**src/rtl/set_assoc_lru_cache_sim_macros.svh**
```systemverilog
// ----------------------------------------------------------------------------
// set_assoc_lru_cache_sim_macros.svh
// Assertion shorthands for the cache simulator; both check at the rising
// edge of aclk and stay quiet while aresetn is low.
// ----------------------------------------------------------------------------
`ifndef SET_ASSOC_LRU_CACHE_SIM_MACROS_SVH
`define SET_ASSOC_LRU_CACHE_SIM_MACROS_SVH

// Consequent checked in the same cycle as the antecedent
`define SALC_ASSERT_SAME(lbl, ante, cons, msg) \
    lbl: assert property (@(posedge aclk) disable iff (!aresetn) (ante) |-> (cons)) \
        else $error(msg);

// Consequent checked in the cycle after the antecedent
`define SALC_ASSERT_NEXT(lbl, ante, cons, msg) \
    lbl: assert property (@(posedge aclk) disable iff (!aresetn) (ante) |=> (cons)) \
        else $error(msg);

`endif

```
**src/rtl/salc_pkg.sv**
```systemverilog
// ----------------------------------------------------------------------------
// salc_pkg
// Shared widths, register indexes, sequencer states and the control and
// status bundles between the sequencer and the way unit.
// ----------------------------------------------------------------------------
package salc_pkg;

    // Fixed field widths
    localparam int ADDR_W     = 64;
    localparam int TAG_W      = 62;
    localparam int CNT_W      = 32;
    localparam int SET_BITS_W = 4;
    localparam int WAYS_W     = 4;
    localparam int OFF_W      = 6;
    localparam int CFG_DATA_W = 6;
    localparam int CFG_IDX_W  = 2;

    // Configuration register indexes
    localparam logic [CFG_IDX_W-1:0] CFG_SET_BITS    = 2'd0;
    localparam logic [CFG_IDX_W-1:0] CFG_WAYS_USED   = 2'd1;
    localparam logic [CFG_IDX_W-1:0] CFG_OFFSET_BITS = 2'd2;

    // Sequencer states
    typedef enum logic [2:0] {
        S_CLEAR,
        S_IDLE,
        S_READ,
        S_LOAD,
        S_SCAN,
        S_APPLY,
        S_WRITE
    } salc_state_t;

    // Sequencer to way unit
    typedef struct packed {
        logic load;        // take the row read from the tag store
        logic scan_start;  // restart the way scan
        logic scan_step;   // examine one way
        logic apply;       // update valid, tag and ranks for the access
    } salc_way_ctl_t;

    // Way unit to sequencer
    typedef struct packed {
        logic last;   // this scan step ends the search
        logic hit;    // finished scan found the tag
        logic evict;  // finished scan found no match and no free way
    } salc_way_st_t;

    // Bits of an LRU rank for a given way count
    function automatic int rank_width(input int ways);
        return (ways > 1) ? $clog2(ways) : 1;
    endfunction

endpackage

```
**src/rtl/salc_way_unit.sv**
```systemverilog
// ----------------------------------------------------------------------------
// salc_way_unit
// Working copy of one set plus the shared tag comparator. A scan looks at
// one way per cycle, tracking the first match, first free way and LRU victim;
// apply moves the touched way to rank 0, ageing newer ways, or all on a miss.
// ----------------------------------------------------------------------------
module salc_way_unit import salc_pkg::*; #(
    parameter int MAX_WAYS = 8,
    localparam int WCNT_W  = $clog2(MAX_WAYS + 1),
    localparam int ROW_W   = MAX_WAYS * (1 + TAG_W + rank_width(MAX_WAYS))
) (
    input  logic              aclk,
    input  logic              aresetn,
    input  salc_way_ctl_t     ctl,
    input  logic [WCNT_W-1:0] ways,
    input  logic [TAG_W-1:0]  tag,
    input  logic [ROW_W-1:0]  rd_row,
    output logic [ROW_W-1:0]  wr_row,
    output salc_way_st_t      st
);

    localparam int RANK_W = rank_width(MAX_WAYS);
    localparam int LINE_W = 1 + TAG_W + RANK_W;
    localparam int WAY_W  = (MAX_WAYS > 1) ? $clog2(MAX_WAYS) : 1;
    localparam logic [RANK_W-1:0] RANK_TOP = RANK_W'(MAX_WAYS - 1);

    // Working row
    logic              vld_reg  [MAX_WAYS];
    logic              vld_next [MAX_WAYS];
    logic [TAG_W-1:0]  tag_reg  [MAX_WAYS];
    logic [TAG_W-1:0]  tag_next [MAX_WAYS];
    logic [RANK_W-1:0] rank_reg [MAX_WAYS];
    logic [RANK_W-1:0] rank_next[MAX_WAYS];

    // Scan state
    logic [WCNT_W-1:0] idx_reg, idx_next;
    logic              hit_found_reg, hit_found_next;
    logic [WAY_W-1:0]  hit_way_reg, hit_way_next;
    logic [RANK_W-1:0] hit_rank_reg, hit_rank_next;
    logic              inv_found_reg, inv_found_next;
    logic [WAY_W-1:0]  inv_way_reg, inv_way_next;
    logic [WAY_W-1:0]  vic_way_reg, vic_way_next;
    logic [RANK_W-1:0] best_reg, best_next;

    logic [WAY_W-1:0]  lane;
    logic              match;
    logic              last_way;
    logic [WAY_W-1:0]  sel_way;

    // Shared comparator on the way under the scan pointer
    assign lane     = idx_reg[WAY_W-1:0];
    assign match    = vld_reg[lane] && (tag_reg[lane] == tag);
    assign last_way = (idx_reg == (ways - WCNT_W'(1)));

    // Way touched by the access: hit way, else first free, else LRU victim
    assign sel_way = hit_found_reg ? hit_way_reg :
                     (inv_found_reg ? inv_way_reg : vic_way_reg);

    assign st.last  = ctl.scan_step && (match || last_way);
    assign st.hit   = hit_found_reg;
    assign st.evict = !hit_found_reg && !inv_found_reg;

    // Next state of row and scan
    always_comb begin
        for (int i = 0; i < MAX_WAYS; i++) begin
            vld_next[i]  = vld_reg[i];
            tag_next[i]  = tag_reg[i];
            rank_next[i] = rank_reg[i];
        end
        idx_next       = idx_reg;
        hit_found_next = hit_found_reg;
        hit_way_next   = hit_way_reg;
        hit_rank_next  = hit_rank_reg;
        inv_found_next = inv_found_reg;
        inv_way_next   = inv_way_reg;
        vic_way_next   = vic_way_reg;
        best_next      = best_reg;

        // Row from the tag store
        if (ctl.load) begin
            for (int i = 0; i < MAX_WAYS; i++) begin
                {vld_next[i], tag_next[i], rank_next[i]} = rd_row[i*LINE_W +: LINE_W];
            end
        end

        // LRU update over the ways in use
        if (ctl.apply) begin
            for (int i = 0; i < MAX_WAYS; i++) begin
                if (WCNT_W'(i) < ways) begin
                    if (WAY_W'(i) == sel_way) begin
                        vld_next[i]  = 1'b1;
                        rank_next[i] = '0;
                        if (!hit_found_reg) begin
                            tag_next[i] = tag;
                        end
                    end else if (vld_reg[i] && (!hit_found_reg || rank_reg[i] < hit_rank_reg)
                                 && rank_reg[i] != RANK_TOP) begin
                        rank_next[i] = rank_reg[i] + RANK_W'(1);
                    end
                end
            end
        end

        // One way per step
        if (ctl.scan_start) begin
            idx_next       = '0;
            hit_found_next = 1'b0;
            inv_found_next = 1'b0;
        end else if (ctl.scan_step) begin
            if (match) begin
                hit_found_next = 1'b1;
                hit_way_next   = lane;
                hit_rank_next  = rank_reg[lane];
            end
            if (!vld_reg[lane] && !inv_found_reg) begin
                inv_found_next = 1'b1;
                inv_way_next   = lane;
            end
            // strictly greater keeps the lowest way on a rank tie
            if (idx_reg == '0 || rank_reg[lane] > best_reg) begin
                best_next    = rank_reg[lane];
                vic_way_next = lane;
            end
            idx_next = idx_reg + WCNT_W'(1);
        end
    end

    // Row registers
    always_ff @(posedge aclk) begin
        for (int i = 0; i < MAX_WAYS; i++) begin
            vld_reg[i]  <= vld_next[i];
            tag_reg[i]  <= tag_next[i];
            rank_reg[i] <= rank_next[i];
        end
        hit_way_reg  <= hit_way_next;
        hit_rank_reg <= hit_rank_next;
        inv_way_reg  <= inv_way_next;
        vic_way_reg  <= vic_way_next;
        best_reg     <= best_next;
    end

    // Scan control
    always_ff @(posedge aclk) begin
        if (!aresetn) begin
            idx_reg       <= '0;
            hit_found_reg <= 1'b0;
            inv_found_reg <= 1'b0;
        end else begin
            idx_reg       <= idx_next;
            hit_found_reg <= hit_found_next;
            inv_found_reg <= inv_found_next;
        end
    end

    // Row back to the tag store
    always_comb begin
        for (int i = 0; i < MAX_WAYS; i++) begin
            wr_row[i*LINE_W +: LINE_W] = {vld_reg[i], tag_reg[i], rank_reg[i]};
        end
    end

endmodule

```
**config.mk**
```make
export PLATFORM = sky130hd
export DESIGN_NAME = salc_way_unit
export DESIGN_NICKNAME = d
export VERILOG_FILES = /design/src/rtl/set_assoc_lru_cache_sim_macros.svh /design/src/rtl/salc_pkg.sv /design/src/rtl/salc_way_unit.sv
export SDC_FILE = /design/constraint.sdc
export NUM_CORES = 1
export LEC_CHECK = 0
export BUFFER_PORTS_ARGS = -buffer_cell sky130_fd_sc_hd__buf_2
export CELL_PAD_IN_SITES_DETAIL_PLACEMENT = 0
export CELL_PAD_IN_SITES_GLOBAL_PLACEMENT = 1
export CORE_AREA = 3 3 443 445
export DETAILED_ROUTE_END_ITERATION = 16
export DIE_AREA = 0 0 446 448
export MAX_ROUTING_LAYER = met4
export PLACE_DENSITY_LB_ADDON = 0.1
export SLEW_MARGIN = 40
export SYNTH_ARGS = -nofsm -noshare
export SYNTH_HDL_FRONTEND = slang
export SYNTH_SLANG_ARGS = --single-unit
```
**constraint.sdc**
```tcl
create_clock -name aclk -period 3.2 [get_ports aclk]
set_clock_uncertainty 0.05 [all_clocks]
set_input_delay 0.48 -clock aclk [delete_from_list [all_inputs] [get_ports aclk]]
set_output_delay 0.48 -clock aclk [all_outputs]
set_load 0.02 [all_outputs]
```
==> flow_summary.ini <==
[status]
result_of_the_run = complete, but fails checks
failed_checks = negative setup slack

[critical_path]
number_of_cells_on_the_worst_reg_to_reg_path = 16
worst_path_dominant_cell_family = buffers and inverters
worst-path-buf-inv = 7
timing.critical_path.from_type = register
path_depth = 15
critPathCaptureType = output port
timing.critical_path.cells = buf_12, buf_4, nor2b_4, buf_4, buf_4, a22oi_1, nand2_1, xor2_1, buf_4, o2111ai_1, nor4_1, nand4_1, buf_6, o21ai_4, buf_6
worst_ep_arrival_time_ns = 3.94
crit_required_ns = 2.67
crit_path_max_incr_delay_ns = 0.42
critPathSlowestCell = sky130_fd_sc_hd__xor2_1
cp_max_fo = 5
timing.critical_path.mode_cell = sky130_fd_sc_hd__buf_4
worst-setup-path-type = reg2out

[timing]
tightestPinTransition_ns = 0.802
period_utilization_pct = 140
fin_ws_ns = -1.27
achievable-frequency_mhz = 224
fin_worst_hold_slack_ns = 0.0704
setup_viol = 14
rsz0062_at_grt = true
fin_tns_setup_ns = -4.64
worst_slew_margin_relative_to_its_limit_pct = 46.5
final_max_slew_viol_count = 0
hold_viol = 0
final_period_minus_worst_setup_slack_ns = 4.47

[grt]
gr-total-overflow = 0
grt_start_max_net_pins = 87
grtUsageTotal_pct = 21.1
grt_antenna_before_repair = 48
via_count_of_the_first_global_routing_pass = 32200
first_pass_grt_wire_length_mm = 283

[layout]
nNetsFinal = 5578
largest_register_ff_count = 496
postLayoutCellArea_um2 = 48500
most_frequent_cells_in_the_layout = sky130_fd_sc_hd__buf_2 (1128), sky130_fd_sc_hd__mux2i_1 (651), sky130_fd_sc_hd__dfxtp_1 (533)
post_route_cells_drive_above_1_share_pct = 38.9
areaGrowthSynthToFinish_pct = 71.1
mostFrequentLayoutCell = sky130_fd_sc_hd__buf_2
finish.utilization_pct = 25.2

[synth]
synth_seq_cells = 552
synth-main-ff-cell = sky130_fd_sc_hd__dfxtp_1
synth_async_sr_flop_share_pct = 0
synthesis.instances = 3041
synth_sequential_area_ratio_pct = 39.5
post_synth.cell_area_avg_um2 = 9.32
synth_warnings = 0
synth_cell_type_count = 56
synth-edff-count = 15
synth.cell_area_um2 = 28300
net_count_after_synthesis = 3681

[die]
die-area_um2 = 200000
core_region_area_um2 = 193000
num_rows = 161
initial_utilization_pct = 14.7
die_width_um = 446
die-height_um = 448
ioPinCount = 1131

[placed_design]
port-buffer-count = 1130
gpl_congestion = 0.848
placed_area_um2 = 40900
hpwlAfterDp_mm = 173

[cts]
clk_latency_ns = 0.71
clock_tree.root_cell = sky130_fd_sc_hd__clkbuf_16
clock_tree_from_tritoncts = done
cts_inserted_buffers = 81
cts_sinks = 552
cts-root-to-sink-buffers = 3
h_tree_level_count = 3
worst_setup_hold_path_clk_slew_ns = 0.05

[routing]
ant_nets = 0
remaining_drc_errors = 0
num_vias = 30700
vias_per_cell = 4.06
route.final.wire_length_mm = 214
tritonroute_pass_1_iters = 5
post_drt_wl_per_cell_um = 28.3
drt_first_iter_violations = 1579

[power_and_ir_drop]
power_density_nw_per_um2 = 549
p_leak_nw = 21.4
vdd.ir_drop.worst_v = 0.000373

[run]
max_cap_violations = 0

[worst_hold_path]
worst_hold_check_path_type = in2reg
whs_path_depth = 3
## cell families (layout without fill, tap and decap cells)
logic type / count (synthesis) / after routing / share of synthesized area [%]
muxes: 741 / 741 / 29.5
AOI/OAI and AO/OA: 659 / 659 / 12.7
xor gates and xnor gates: 49 / 49 / 1.51
DFF: 552 / 552 / 39.5
adders and majority gates: 40 / 40 / 1.77
buffers and inverters: 302 / 2255 / 4.70
other: 0 / 35 / 0
and+or+nand+nor: 698 / 698 / 10.3
## path summary, 6_finish.rpt
path,start,end,slack (ns)
setup reg to reg,register,hit_way_reg[2]$_DFFE_PP_,-0.48
setup / recovery,register,st[2],-1.27
hold / removal,rd_row[298],tag_reg[4][31]$_DFF_P_,0.07
hold reg to reg,tag_reg[6][5]$_DFF_P_,tag_reg[6][5]$_DFF_P_,0.51
## Yosys cell counts, drive strengths merged (3+ instances only)
cell,instances,area (µm²)
nor2b,21,131
o21a,7,52.6
edfxtp,15,450
o2111ai,3,26.3
nand2,486,1820
nor3b,3,22.5
nor4bb,4,40.0
inv,13,48.8
o21ai,449,2250
buf,95,554
clkbuf,194,728
xnor2,22,193
a22oi,51,383
a21o,7,52.6
dfxtp,537,10800
nor4,13,106
and2,4,25.0
a211oi,9,67.6
xor2,27,236
ha,40,500
o22a,3,26.3
mux4,76,1710
o22ai,8,50.1
and3,13,81.3
nand2b,16,100
a21oi,103,515
a31o,4,35.0
nor3,8,40.0
mux2i,663,6640
nand4,14,87.6
nor2,108,408
nand3,3,15.0
## worst register-to-register path, cell delays in order, from the launching register on
cell,delay [ns]
sky130_fd_sc_hd__dfxtp_4,0.37
sky130_fd_sc_hd__buf_12,0.14
sky130_fd_sc_hd__buf_4,0.16
sky130_fd_sc_hd__nor2b_4,0.14
sky130_fd_sc_hd__buf_4,0.16
sky130_fd_sc_hd__buf_4,0.16
sky130_fd_sc_hd__a22oi_1,0.19
sky130_fd_sc_hd__nand2_1,0.09
sky130_fd_sc_hd__xor2_1,0.42
sky130_fd_sc_hd__buf_4,0.20
sky130_fd_sc_hd__o2111ai_1,0.22
sky130_fd_sc_hd__nor4_1,0.33
sky130_fd_sc_hd__nand4_1,0.22
sky130_fd_sc_hd__buf_6,0.21
sky130_fd_sc_hd__buf_4,0.15
sky130_fd_sc_hd__nor2_4,0.07
sky130_fd_sc_hd__buf_6,0.12
## power by group
group | total, mW | switching (mW) | internal (mW)
Combinational | 8.20 | 4.68 | 3.52
Clock | 9.47 | 3.79 | 5.67
Sequential | 8.97 | 1.08 | 7.89
## area by class of cell
type                            count  area [µm²]
Antenna cell                       35        87.6
Inverter                           13        48.8
Multi-Input combinational cell   2187       16300
Clock buffer                      120        2460
Clock inverter                     19         219
Timing Repair Buffer             2103       15000
Sequential cell                   552       11200
Fill cell                       21200      144000
Tap cell                         2526        3160
## through the flow
stage,cells,setup slack [ns],power [mW]
after floorplan,3041,0.0650,12.1
after global placement,6948,-1.29,16.9
after detailed placement,6948,-1.16,16.8
after CTS,7515,-1.48,27.1
after global routing,7548,-1.42,27.9
final,7555,-1.27,26.6
## per-layer routing
metal	share of wire [%]	track usage (%)	up-vias	wire length (µm)
met5	0	-	-	0
met4	2.9	6.09	0	6300
met3	4.3	3.76	241	9140
met2	51	37.2	814	109000
met1	42	24.5	15000	89100
li1	-	-	14700	-
## repair_timing
item                       in CTS  in global routing
setup buffers                   9                  5
hold endpoints to repair      414                  0
resized for setup              48                 41
pin swaps                      11                 14
setup endpoints to repair      14                 16
cloned                          1                  1
hold buffers                  419                  0
(Power assumes the default switching activity.)
